`src/hdl/sptst_pkg.sv`:
```
`timescale 1ns / 1ps
`default_nettype none
// ----------------------------------------------------------------------------
// sptst_pkg
// Shared types and constants of the patch/timbre sysex tracker.
// ----------------------------------------------------------------------------
package sptst_pkg;

    // Item kinds carried in the low bits of the input tuser
    localparam logic [1:0] OP_PATCH  = 2'd0;
    localparam logic [1:0] OP_TIMBRE = 2'd1;
    localparam logic [1:0] OP_QUERY  = 2'd2;
    localparam logic [1:0] OP_NONE   = 2'd3;

    // Fixed field widths
    localparam int DATA_W   = 8;
    localparam int LEN_W    = 12;
    localparam int S_DATA_W = 40;
    localparam int S_USER_W = 3;
    localparam int M_DATA_W = 96;
    localparam int OUT_CHARS = 10;

    // Message layout
    localparam int ADDR_HI_POS = 5;
    localparam int ADDR_LO_POS = 6;
    localparam int BODY_POS    = 7;
    localparam int RECORD_TAIL = 9;
    localparam int PROG_BANK   = 64;

    // Controller to datapath commands
    typedef struct packed {
        logic msg_en;     // message byte transfer, update position and tables
        logic msg_patch;  // message byte belongs to a patch message
        logic qry_en;     // query transfer, read both stores
        logic out_load;   // load the result register from the read data
    } sptst_cmd_t;

endpackage : sptst_pkg
`default_nettype wire

```
`src/hdl/sptst_ctrl.sv`:
```
`timescale 1ns / 1ps
`default_nettype none
// ----------------------------------------------------------------------------
// sptst_ctrl
// Handshake controller: issues datapath commands and owns the output valid.
// ----------------------------------------------------------------------------
module sptst_ctrl
    import sptst_pkg::*;
(
    input  wire logic                clk,
    input  wire logic                rst_n,
    input  wire logic                s_tvalid,
    output logic                     s_tready,
    input  wire logic [S_USER_W-1:0] s_tuser,
    output logic                     m_tvalid,
    input  wire logic                m_tready,
    output sptst_cmd_t               cmd
);

    typedef enum logic [0:0] {
        ST_IDLE,
        ST_LOOKUP
    } state_t;

    state_t     state_reg;
    state_t     state_next;
    logic       m_tvalid_reg;
    logic       m_tvalid_next;
    logic [1:0] op;

    assign op       = s_tuser[1:0];
    assign s_tready = (state_reg == ST_IDLE);
    assign m_tvalid = m_tvalid_reg;

    always_comb
    begin
        state_next    = state_reg;
        cmd.msg_en    = 1'b0;
        cmd.msg_patch = (op == OP_PATCH);
        cmd.qry_en    = 1'b0;
        cmd.out_load  = 1'b0;
        unique case (state_reg)
            ST_IDLE:
            begin
                if (s_tvalid)
                begin
                    unique case (op) inside
                        OP_PATCH, OP_TIMBRE:
                        begin
                            cmd.msg_en = 1'b1;
                        end
                        OP_QUERY:
                        begin
                            cmd.qry_en = 1'b1;
                            state_next = ST_LOOKUP;
                        end
                        default:
                        begin
                            // drop unused code
                        end
                    endcase
                end
            end
            ST_LOOKUP:
            begin
                if (!m_tvalid_reg || m_tready)
                begin
                    cmd.out_load = 1'b1;
                    state_next   = ST_IDLE;
                end
            end
            default:
            begin
                state_next = ST_IDLE;
            end
        endcase
        if (cmd.out_load)
            m_tvalid_next = 1'b1;
        else if (m_tready)
            m_tvalid_next = 1'b0;
        else
            m_tvalid_next = m_tvalid_reg;
    end

    always_ff @(posedge clk or negedge rst_n)
    begin
        if (!rst_n)
        begin
            state_reg    <= ST_IDLE;
            m_tvalid_reg <= 1'b0;
        end
        else
        begin
            state_reg    <= state_next;
            m_tvalid_reg <= m_tvalid_next;
        end
    end

    // A query transfer always moves on to the lookup cycle
    a_query_lookup: assert property (@(posedge clk) disable iff (!rst_n)
        (s_tvalid && s_tready && op == OP_QUERY) |=> (state_reg == ST_LOOKUP))
        else $error("query transfer did not start a lookup");

    // Never overwrite a result that is still waiting
    a_load_free: assert property (@(posedge clk) disable iff (!rst_n)
        cmd.out_load |-> (!m_tvalid_reg || m_tready))
        else $error("result register overwritten");

    // A result appears only after a lookup
    a_valid_source: assert property (@(posedge clk) disable iff (!rst_n)
        $rose(m_tvalid_reg) |-> $past(state_reg == ST_LOOKUP))
        else $error("result shown without a lookup");

    // Message bytes finish in their transfer cycle
    a_msg_single: assert property (@(posedge clk) disable iff (!rst_n)
        cmd.msg_en |=> (state_reg == ST_IDLE))
        else $error("message byte left the controller busy");

endmodule : sptst_ctrl
`default_nettype wire

```
`config.mk`:
```
export PLATFORM = sky130hd
export DESIGN_NAME = sptst_ctrl
export DESIGN_NICKNAME = d
export VERILOG_FILES = /design/src/hdl/sptst_pkg.sv /design/src/hdl/sptst_ctrl.sv
export SDC_FILE = /design/constraint.sdc
export NUM_CORES = 1
export LEC_CHECK = 0
export BUFFER_PORTS_ARGS = -buffer_cell sky130_fd_sc_hd__buf_4
export CORE_AREA = 4 4 41 43
export CTS_BUF_LIST = sky130_fd_sc_hd__clkbuf_16
export CTS_CLUSTER_SIZE = 10
export DETAILED_ROUTE_END_ITERATION = 16
export DIE_AREA = 0 0 45 47
export SLEW_MARGIN = 30
export SYNTH_ARGS = -nofsm -noshare
export SYNTH_HDL_FRONTEND = slang
export SYNTH_SLANG_ARGS = --single-unit
```
`constraint.sdc`:
```
create_clock -name clk -period 2.14 [get_ports clk]
set_clock_uncertainty 0.1 [all_clocks]
set_input_delay 0.107 -clock clk [delete_from_list [all_inputs] [get_ports clk]]
set_output_delay 0.107 -clock clk [all_outputs]
set_load 0.02 [all_outputs]
```
==> impl_metrics.xml, run 1 <==
<?xml version="1.0" encoding="UTF-8"?>
<metrics>
  <group name="route">
    <metric name="drt_first_pass_iters" unit="">1</metric>
    <metric name="avgViaCountPerCell" unit="">3.400</metric>
    <metric name="drt-wirelength-per-cell" unit="um">8.650</metric>
    <metric name="dr.first_iter.drc_count" unit="">0</metric>
    <metric name="postRouteWirelength" unit="um">346</metric>
    <metric name="vias" unit="">136</metric>
    <metric name="ant_nets" unit="">0</metric>
    <metric name="drc_errors" unit="">0</metric>
  </group>
  <group name="finish">
    <metric name="multi_input_area" unit="um2">48.80</metric>
    <metric name="num-fill-cells" unit="">152</metric>
    <metric name="seq_area" unit="um2">50.05</metric>
    <metric name="final-instance-count-excl-fill" unit="">40</metric>
    <metric name="nets" unit="">34</metric>
    <metric name="antenna_cells_inserted" unit="">0</metric>
    <metric name="layout-drive-gt1-share" unit="">0.6400</metric>
    <metric name="area.growth.synth_to_final" unit="%">162.5</metric>
  </group>
  <group name="sta">
    <metric name="hold_viol_final" unit="">0</metric>
    <metric name="layout_worst_path_cycle_share" unit="">0.5934</metric>
    <metric name="drv_slew" unit="">0</metric>
    <metric name="totalNegativeSetupSlack" unit="ps">0</metric>
    <metric name="grt_setup_unrepaired" unit="">false</metric>
    <metric name="fin_crit" unit="ps">1270</metric>
    <metric name="finalSetupViolations" unit="">0</metric>
    <metric name="tightest_slew" unit="ps">163.2</metric>
    <metric name="maxClockFrequency" unit="GHz">0.7874</metric>
    <metric name="slew-limit-headroom" unit="">0.8910</metric>
  </group>
  <group name="cts">
    <metric name="post_cts.repair.setup_buffers" unit="">0</metric>
    <metric name="clk_root_buffer_cell" unit="">clkbuf_16</metric>
    <metric name="cts_buffers" unit="">3</metric>
    <metric name="worst_skew_pair.late_latency" unit="ps">220</metric>
    <metric name="tritoncts" unit="">yes</metric>
    <metric name="clock_net_sink_count" unit="">2</metric>
    <metric name="clkSlewWorstSetupHoldPaths" unit="ps">30</metric>
    <metric name="htree_levels" unit="">1</metric>
    <metric name="clockBufferDepth" unit="">2</metric>
  </group>
  <group name="yosys">
    <metric name="yosysWarningCount" unit="">0</metric>
    <metric name="synth.avg_cell_area" unit="um2">10.01</metric>
    <metric name="synth_cell_types" unit="">10</metric>
    <metric name="synth_cells" unit="">11</metric>
    <metric name="mappedNetlistNets" unit="">18</metric>
    <metric name="ys_ff_latch" unit="">2</metric>
    <metric name="synth.largest_area_cell" unit="">dfrtp_1</metric>
    <metric name="synth_area" unit="um2">110.1</metric>
    <metric name="share_of_the_synthesized_area_in_the_top_cell_type" unit="">0.4545</metric>
    <metric name="yosysSeqAreaShare" unit="">0.4545</metric>
    <metric name="post_synth_main_area_contributors" unit="">dfrtp_1 (45%), and4bb_2 (11%), and2_2 (6.8%), buf_4 (6.8%), nor3b_1 (6.8%)</metric>
  </group>
  <group name="global_routing">
    <metric name="grt_overflow" unit="">0</metric>
    <metric name="grt_pass1_vias" unit="">151</metric>
    <metric name="grt.total_usage" unit="">0.04344</metric>
    <metric name="largest_net_degree_at_the_start_of_global_routing" unit="">5</metric>
    <metric name="grt_antenna_before_repair" unit="">0</metric>
    <metric name="grt_first_pass_wirelength" unit="um">558</metric>
  </group>
  <group name="placement">
    <metric name="placedCellCount" unit="">36</metric>
    <metric name="io_buffer_count" unit="">11</metric>
    <metric name="gp_congestion" unit="">0.5993</metric>
  </group>
  <group name="worst_setup_path">
    <metric name="worst-r2r-setup-slack" unit="ps">1140</metric>
    <metric name="cp_slowest_stage_delay" unit="ps">390</metric>
    <metric name="worst-endpoint-required" unit="ps">1930</metric>
    <metric name="critical_path_peak_fanout" unit="">4</metric>
    <metric name="timing.critical_path.slowest_stage_cell" unit="">dfrtp_1</metric>
    <metric name="criticalPathCategory" unit="">register to output port</metric>
    <metric name="cp_launch_type" unit="">register</metric>
    <metric name="worstPathCellList" unit="">and4bb_2, buf_4</metric>
    <metric name="critical_path.endpoint_type" unit="">output port</metric>
    <metric name="cpLargestDelayFamily" unit="">flip-flops</metric>
    <metric name="worst_ep_arrival_time" unit="ps">1060</metric>
    <metric name="critical_path.n_buffers_inverters" unit="">1</metric>
  </group>
  <group name="power">
    <metric name="fin_total_pwr" unit="mW">0.3565</metric>
    <metric name="power_leakage" unit="nW">0.1443</metric>
    <metric name="vdd_ir_drop_max" unit="mV">0.3514</metric>
    <metric name="power_density" unit="nW/um2">1234</metric>
  </group>
  <group name="run">
    <metric name="drv_cap" unit="">0</metric>
  </group>
  <group name="floorplanning">
    <metric name="die_width" unit="um">45</metric>
    <metric name="initial_utilization" unit="">0.08462</metric>
    <metric name="rows" unit="">13</metric>
    <metric name="placeableCoreArea" unit="um2">1301</metric>
    <metric name="die_outline_height" unit="um">47</metric>
    <metric name="io_pins" unit="">13</metric>
    <metric name="die_area" unit="um2">2115</metric>
  </group>
  <group name="min_path">
    <metric name="hold_path_class" unit="">primary input to register</metric>
  </group>
  <group name="outcome">
    <metric name="outcome" unit="">finished clean</metric>
  </group>
</metrics>
-- routing by layer --
layer | GRT usage | share of wire | up-vias
met5 | 0 | 0 | -
met4 | 0.01754 | 0 | 0
met3 | 0.05747 | 0.20 | 0
met2 | 0.05367 | 0.40 | 9
met1 | 0.04091 | 0.40 | 64
li1 | - | - | 63
-- logic make-up after synthesis --
kind of cell	after synthesis	share of synthesized area
flip-flops	2	0.4546
buffers and inverters	2	0.1023
AND/OR/NAND/NOR	6	0.3750
AO/OA/AOI/OAI	1	0.06821
-- cell usage after synthesis (all sizes together) --
cell	n
nor2	1
nand2b	1
buf	1
and4bb	1
inv	1
dfrtp	2
o21bai	1
nand2	1
and2	1
nor3b	1
-- stage by stage --
stage            util  worst slack, ps  hold slack [ps]  cell area [um2]
5_1_grt        0.2221            834.1            142.2            289.0
2_1_floorplan       -             1031           -288.6            110.1
4_1_cts        0.2221            861.6            104.4            289.0
3_5_place_dp   0.1567             1095           -209.2            203.9
3_3_place_gp   0.1567             1097           -210.0            203.9
6_report       0.2221            870.1            98.97            289.0
-- power breakdown --
part	leakage [nW]	internal, mW	switching, mW
Sequential	0.0265	0.0411	0.00182
Combinational	0.0809	0.0193	0.0171
Clock	0.0370	0.237	0.0397
-- cell type report --
class / count / share of cell area
repair buffers: 12 / 0.3203
clock buffers: 3 / 0.2597
flip-flops and latches: 2 / 0.1732
multi-input cells: 7 / 0.1688
well taps: 15 / 0.06494
inverters: 1 / 0.01299
-- cell usage in the layout (no fill, tap or decap) --
| master | n |
|---|---|
| inv_1 | 1 |
| nor2_1 | 1 |
| dfrtp_1 | 2 |
| and4bb_2 | 1 |
| nand2_1 | 1 |
| nor3b_1 | 1 |
| and2_2 | 1 |
| o21bai_1 | 1 |
| dlygate4sd3_1 | 1 |
| nand2b_1 | 1 |
| buf_4 | 11 |
| clkbuf_16 | 3 |
-- tightest hold or removal path, stage by stage --
cell and delay (ps):
buf_4 70, nand2b_1 130, nand2_1 60
-- repair_timing --
| action | CTS | global route |
|---|---|---|
| hold buffers | 1 | 0 |
| hold endpoints to repair | 2 | 0 |
| gates resized for setup | 0 | 0 |
-- worst paths after layout --
check / from / end / depth (start not counted)
setup reg to reg: state_reg / state_reg / 2
max in group asynchronous: rst_n / state_reg / 2
min in group asynchronous: rst_n / m_tvalid / 2
setup / recovery: state_reg / cmd[1] / 2
hold reg to reg: m_tvalid / m_tvalid / 2
hold / removal: m_tready / m_tvalid / 3
(Power assumes the default switching activity.)
==> run 2: changes to the inputs <==
Clock period 2.14 ns to 1.3 ns, I/O delays scaled along.
==> run 2 against run 1 <==
  * First-iteration DRC count is the same
  * Highest routed layer unchanged
  * Power grew 65%
  * Largest cell class unchanged
  * Sequential share of layout area unchanged
==> impl_metrics.xml, run 2 (same netlist as run 1, synthesis figures left out) <==
<?xml version="1.0" encoding="UTF-8"?>
<metrics>
  <group name="floorplanning">
    <metric name="die_area" unit="um2">2115</metric>
    <metric name="die_width" unit="um">45</metric>
    <metric name="rows" unit="">13</metric>
    <metric name="initial_utilization" unit="">0.08462</metric>
    <metric name="io_pins" unit="">13</metric>
    <metric name="placeableCoreArea" unit="um2">1301</metric>
    <metric name="die_outline_height" unit="um">47</metric>
  </group>
  <group name="placement">
    <metric name="detailed_place.area" unit="um2">203.9</metric>
    <metric name="placedCellCount" unit="">36</metric>
    <metric name="io_buffer_count" unit="">11</metric>
    <metric name="gp_congestion" unit="">0.5995</metric>
  </group>
  <group name="route">
    <metric name="dr.first_iter.drc_count" unit="">0</metric>
    <metric name="ant_nets" unit="">0</metric>
    <metric name="postRouteWirelength" unit="um">347</metric>
    <metric name="drc_errors" unit="">0</metric>
    <metric name="drt-wirelength-per-cell" unit="um">8.675</metric>
    <metric name="drt_first_pass_iters" unit="">1</metric>
    <metric name="vias" unit="">136</metric>
    <metric name="avgViaCountPerCell" unit="">3.400</metric>
  </group>
  <group name="power">
    <metric name="fin_total_pwr" unit="mW">0.5871</metric>
    <metric name="vdd_ir_drop_max" unit="mV">0.5783</metric>
    <metric name="power_leakage" unit="nW">0.1443</metric>
    <metric name="power_density" unit="nW/um2">2031</metric>
  </group>
  <group name="sta">
    <metric name="maxClockFrequency" unit="GHz">0.8149</metric>
    <metric name="finalSetupViolations" unit="">0</metric>
    <metric name="totalNegativeSetupSlack" unit="ps">0</metric>
    <metric name="tightest_slew" unit="ps">163.3</metric>
    <metric name="hold_viol_final" unit="">0</metric>
    <metric name="drv_slew" unit="">0</metric>
    <metric name="fin_crit" unit="ps">1227</metric>
    <metric name="grt_setup_unrepaired" unit="">false</metric>
    <metric name="layout_worst_path_cycle_share" unit="">0.9440</metric>
    <metric name="slew-limit-headroom" unit="">0.8909</metric>
  </group>
  <group name="finish">
    <metric name="antenna_cells_inserted" unit="">0</metric>
    <metric name="postLayoutCellArea" unit="um2">289.0</metric>
    <metric name="layout-drive-gt1-share" unit="">0.6400</metric>
    <metric name="final_core_util" unit="">0.2221</metric>
    <metric name="area.growth.synth_to_final" unit="%">162.5</metric>
    <metric name="final-instance-count-excl-fill" unit="">40</metric>
    <metric name="layout.cells.most_common" unit="">buf_4</metric>
    <metric name="most-common-layout-cells" unit="">buf_4 (11), clkbuf_16 (3), dfrtp_1 (2)</metric>
    <metric name="nets" unit="">34</metric>
  </group>
  <group name="global_routing">
    <metric name="grt_pass1_vias" unit="">155</metric>
    <metric name="grt_overflow" unit="">0</metric>
    <metric name="largest_net_degree_at_the_start_of_global_routing" unit="">5</metric>
    <metric name="grt.total_usage" unit="">0.04423</metric>
    <metric name="grt_first_pass_wirelength" unit="um">572</metric>
    <metric name="grt_antenna_before_repair" unit="">0</metric>
  </group>
  <group name="outcome">
    <metric name="outcome" unit="">finished clean</metric>
  </group>
  <group name="min_path">
    <metric name="holdCritStartpoint" unit="">m_tready</metric>
    <metric name="hold-path-cell-count" unit="">3</metric>
    <metric name="hold_path_class" unit="">primary input to register</metric>
    <metric name="worst_hold_endpoint" unit="">m_tvalid</metric>
  </group>
  <group name="cts">
    <metric name="clockBufferDepth" unit="">2</metric>
    <metric name="post_cts.resized_instances" unit="">0</metric>
    <metric name="cts_buffers" unit="">3</metric>
    <metric name="htree_levels" unit="">1</metric>
    <metric name="tritoncts" unit="">yes</metric>
    <metric name="worst_skew_pair.late_latency" unit="ps">220</metric>
    <metric name="clock_net_sink_count" unit="">2</metric>
    <metric name="clkSlewWorstSetupHoldPaths" unit="ps">30</metric>
    <metric name="cts-hold-fix-buffers" unit="">1</metric>
    <metric name="post_cts.repair.setup_buffers" unit="">0</metric>
    <metric name="clk_root_buffer_cell" unit="">clkbuf_16</metric>
  </group>
  <group name="worst_setup_path">
    <metric name="worst-r2r-setup-slack" unit="ps">300</metric>
    <metric name="criticalPathCategory" unit="">register to output port</metric>
    <metric name="r2r_end" unit="">state_reg</metric>
    <metric name="worst-r2r-cell-count" unit="">2</metric>
    <metric name="cpLargestDelayFamily" unit="">flip-flops</metric>
    <metric name="critical_path.endpoint_type" unit="">output port</metric>
    <metric name="critical_path_peak_fanout" unit="">4</metric>
    <metric name="worst-endpoint-required" unit="ps">1130</metric>
    <metric name="worstPathCellList" unit="">and4bb_2, buf_4</metric>
    <metric name="ff_to_ff_start" unit="">state_reg</metric>
    <metric name="cp_slowest_stage_delay" unit="ps">390</metric>
    <metric name="timing.critical_path.slowest_stage_cell" unit="">dfrtp_1</metric>
    <metric name="critical_path.n_buffers_inverters" unit="">1</metric>
    <metric name="worst_ep_arrival_time" unit="ps">1060</metric>
    <metric name="cp_launch_type" unit="">register</metric>
  </group>
  <group name="run">
    <metric name="drv_cap" unit="">0</metric>
  </group>
</metrics>
-- run 2: cell counts in the layout (fill, tap and decap cells not counted) --
No cell type changed its count.
-- run 2: worst reg2reg max path, delay by kind of cell (launching register included) --
family,cells,cell delay [ps]
DFF,1,370
AOI/OAI and AO/OA,1,150
and+or+nand+nor,1,260
-- run 2: metrics by stage --
| step | hold WS, ps | setup slack, ps |
|---|---|---|
| finish | 56.98 | 72.86 |
| global route | 100.1 | 37.90 |
| CTS | 62.45 | 64.95 |
| detailed placement | -251.2 | 298.6 |
| global placement | -251.9 | 299.6 |
| floorplan | -330.6 | 232.9 |
-- run 2: cell type report --
| type | instances | area, um2 |
|---|---|---|
| clock buffers | 3 | 75.07 |
| well taps | 15 | 18.77 |
| flip-flops and latches | 2 | 50.05 |
| inverters | 1 | 3.754 |
| fillers | 150 | 1012 |
| repair buffers | 12 | 92.59 |
| multi-input cells | 7 | 48.80 |
-- run 2: worst max path at each step --
stage	cells past startpoint	slack (ps)	end	startpoint
global route	2	40	cmd[1]	state_reg
floorplan	1	230	cmd[3]	state_reg
global placement	2	300	cmd[1]	state_reg
CTS	2	60	cmd[1]	state_reg
finish	2	70	cmd[1]	state_reg
detailed placement	2	300	cmd[1]	state_reg
-- run 2: report_power, final --
part           switching [mW]  internal, mW  leakage, nW
Sequential            0.00312        0.0676       0.0265
Combinational          0.0283        0.0318       0.0809
Clock                  0.0654         0.391       0.0370
-- run 2: layer usage --
layer  vias up  global-route usage  part of all wire
li1         63                   -                 -
met1        64             0.04091              0.40
met2         9             0.05650              0.41
met3         0             0.05747              0.19
met4         0             0.01754                 0
met5         -                   0                 0
==> run 3: changes to the inputs <==
Settings changed: CTS_CLUSTER_SIZE 10 to default, RECOVER_POWER from default to 25.
==> run 3 against run 2 <==
  * Register-to-register slack is essentially flat
  * Count of clock-buffer cells in the layout stayed put
  * Setup slack hardly changed
  * Worst hold slack barely moved
  * Die area is the same
==> impl_metrics.xml, run 3 (same netlist as run 1, synthesis figures left out) <==
<?xml version="1.0" encoding="UTF-8"?>
<metrics>
  <group name="power">
    <metric name="power_density" unit="nW/um2">2054</metric>
    <metric name="power_leakage" unit="nW">0.1407</metric>
    <metric name="vdd_ir_drop_max" unit="mV">0.5587</metric>
  </group>
  <group name="finish">
    <metric name="final_core_util" unit="">0.2192</metric>
    <metric name="layout.cells.most_common" unit="">buf_4</metric>
    <metric name="antenna_cells_inserted" unit="">0</metric>
    <metric name="layout-drive-gt1-share" unit="">0.6000</metric>
    <metric name="most-common-layout-cells" unit="">buf_4 (10), clkbuf_16 (3), dfrtp_1 (2)</metric>
    <metric name="area.growth.synth_to_final" unit="%">159.1</metric>
    <metric name="nets" unit="">34</metric>
    <metric name="num-fill-cells" unit="">150</metric>
  </group>
  <group name="floorplanning">
    <metric name="io_pins" unit="">13</metric>
    <metric name="rows" unit="">13</metric>
    <metric name="die_outline_height" unit="um">47</metric>
    <metric name="placeableCoreArea" unit="um2">1301</metric>
    <metric name="initial_utilization" unit="">0.08462</metric>
    <metric name="die_width" unit="um">45</metric>
    <metric name="die_area" unit="um2">2115</metric>
  </group>
  <group name="global_routing">
    <metric name="grt_antenna_before_repair" unit="">0</metric>
    <metric name="grt.total_usage" unit="">0.04423</metric>
    <metric name="largest_net_degree_at_the_start_of_global_routing" unit="">5</metric>
    <metric name="grt_pass1_vias" unit="">155</metric>
    <metric name="grt_overflow" unit="">0</metric>
    <metric name="grt_first_pass_wirelength" unit="um">572</metric>
  </group>
  <group name="cts">
    <metric name="tritoncts" unit="">yes</metric>
    <metric name="worst_skew_pair.late_latency" unit="ps">220</metric>
    <metric name="htree_levels" unit="">1</metric>
    <metric name="clockBufferDepth" unit="">2</metric>
    <metric name="clk_root_buffer_cell" unit="">clkbuf_16</metric>
    <metric name="cts_buffers" unit="">3</metric>
    <metric name="clkSlewWorstSetupHoldPaths" unit="ps">30</metric>
    <metric name="post_cts.resized_instances" unit="">0</metric>
    <metric name="clock_net_sink_count" unit="">2</metric>
  </group>
  <group name="route">
    <metric name="vias" unit="">135</metric>
    <metric name="drt_first_pass_iters" unit="">1</metric>
    <metric name="drt-wirelength-per-cell" unit="um">8.650</metric>
    <metric name="ant_nets" unit="">0</metric>
    <metric name="dr.first_iter.drc_count" unit="">0</metric>
    <metric name="avgViaCountPerCell" unit="">3.375</metric>
    <metric name="postRouteWirelength" unit="um">346</metric>
    <metric name="drc_errors" unit="">0</metric>
  </group>
  <group name="sta">
    <metric name="finalSetupViolations" unit="">0</metric>
    <metric name="drv_slew" unit="">0</metric>
    <metric name="layout_worst_path_cycle_share" unit="">0.9440</metric>
    <metric name="maxClockFrequency" unit="GHz">0.8149</metric>
    <metric name="final.setup.worst_slack" unit="ps">72.86</metric>
    <metric name="grt_setup_unrepaired" unit="">false</metric>
    <metric name="tightest_slew" unit="ps">163.3</metric>
    <metric name="hold_ws" unit="ps">56.91</metric>
    <metric name="totalNegativeSetupSlack" unit="ps">0</metric>
    <metric name="fin_crit" unit="ps">1227</metric>
    <metric name="slew-limit-headroom" unit="">0.8909</metric>
    <metric name="hold_viol_final" unit="">0</metric>
  </group>
  <group name="worst_setup_path">
    <metric name="criticalPathCategory" unit="">register to output port</metric>
    <metric name="critical_path.endpoint_type" unit="">output port</metric>
    <metric name="worst_ep_arrival_time" unit="ps">1060</metric>
    <metric name="timing.critical_path.slowest_stage_cell" unit="">dfrtp_1</metric>
    <metric name="critical_path_cell_count" unit="">2</metric>
    <metric name="ff_to_ff_start" unit="">state_reg</metric>
    <metric name="worst-r2r-cell-count" unit="">2</metric>
    <metric name="worst-r2r-setup-slack" unit="ps">300</metric>
    <metric name="worst-endpoint-required" unit="ps">1130</metric>
    <metric name="cp_slowest_stage_delay" unit="ps">390</metric>
    <metric name="cp_launch_type" unit="">register</metric>
    <metric name="r2r_end" unit="">state_reg</metric>
    <metric name="cpLargestDelayFamily" unit="">flip-flops</metric>
    <metric name="critical_path_peak_fanout" unit="">4</metric>
    <metric name="worstPathCellList" unit="">and4bb_2, buf_4</metric>
    <metric name="critical_path.n_buffers_inverters" unit="">1</metric>
  </group>
  <group name="placement">
    <metric name="gp_congestion" unit="">0.5995</metric>
    <metric name="pre_cts_worst_setup_slack" unit="ps">298.6</metric>
    <metric name="io_buffer_count" unit="">11</metric>
  </group>
  <group name="outcome">
    <metric name="outcome" unit="">finished clean</metric>
  </group>
  <group name="min_path">
    <metric name="hold_path_class" unit="">primary input to register</metric>
    <metric name="holdCritStartpoint" unit="">m_tready</metric>
    <metric name="worst_hold_endpoint" unit="">m_tvalid</metric>
    <metric name="hold-path-cell-count" unit="">3</metric>
  </group>
  <group name="run">
    <metric name="drv_cap" unit="">0</metric>
  </group>
</metrics>
run 3: metrics by stage:
| step | power, mW | instances | instance area [um2] |
|---|---|---|---|
| floorplan | 0.09914 | 11 | 110.1 |
| global placement | 0.1292 | 36 | 203.9 |
| detailed placement | 0.1295 | 36 | 203.9 |
| CTS | 0.5925 | 40 | 289.0 |
| global route | 0.6076 | 40 | 285.3 |
| finish | 0.5858 | 40 | 285.3 |
run 3: worst reg2reg max path, cell delays in order, from the launching register on:
cell and delay (ps):
dfrtp_1 370, and4bb_2 260, o21bai_1 150
run 3: what timing repair did:
action | 4_1_cts | 5_1_grt
setup buffers | 0 | 0
hold endpoints to repair | 2 | 0
hold buffers | 1 | 0
run 3: how the worst max path moves through the flow:
stage | slack [ps] | start | to
floorplan | 230 | state_reg | cmd[3]
global placement | 300 | state_reg | cmd[1]
detailed placement | 300 | state_reg | cmd[1]
CTS | 60 | state_reg | cmd[1]
global route | 40 | state_reg | cmd[1]
finish | 70 | state_reg | cmd[1]
run 3: area by class of cell:
| type | instances | area, um2 | share of cell area |
|---|---|---|---|
| clock buffer | 3 | 75.07 | 0.2632 |
| sequential | 2 | 50.05 | 0.1754 |
| multi-input combinational | 7 | 48.80 | 0.1711 |
| timing repair buffer | 12 | 88.84 | 0.3114 |
| tap | 15 | 18.77 | 0.06579 |
| inverter | 1 | 3.754 | 0.01316 |
run 3: metal layers:
metal | share of wire | global-route usage | up-vias
li1 | - | - | 63
met5 | 0 | 0 | -
met3 | 0.19 | 0.05747 | 0
met1 | 0.40 | 0.04091 | 63
met2 | 0.40 | 0.05650 | 9
met4 | 0 | 0.01754 | 0
run 3: where the power goes:
group          switching (mW)  leakage, nW  total (mW)  internal (mW)
registers             0.00312       0.0265      0.0707         0.0676
clock network          0.0654       0.0370       0.456          0.391
logic                  0.0283       0.0773      0.0588         0.0305
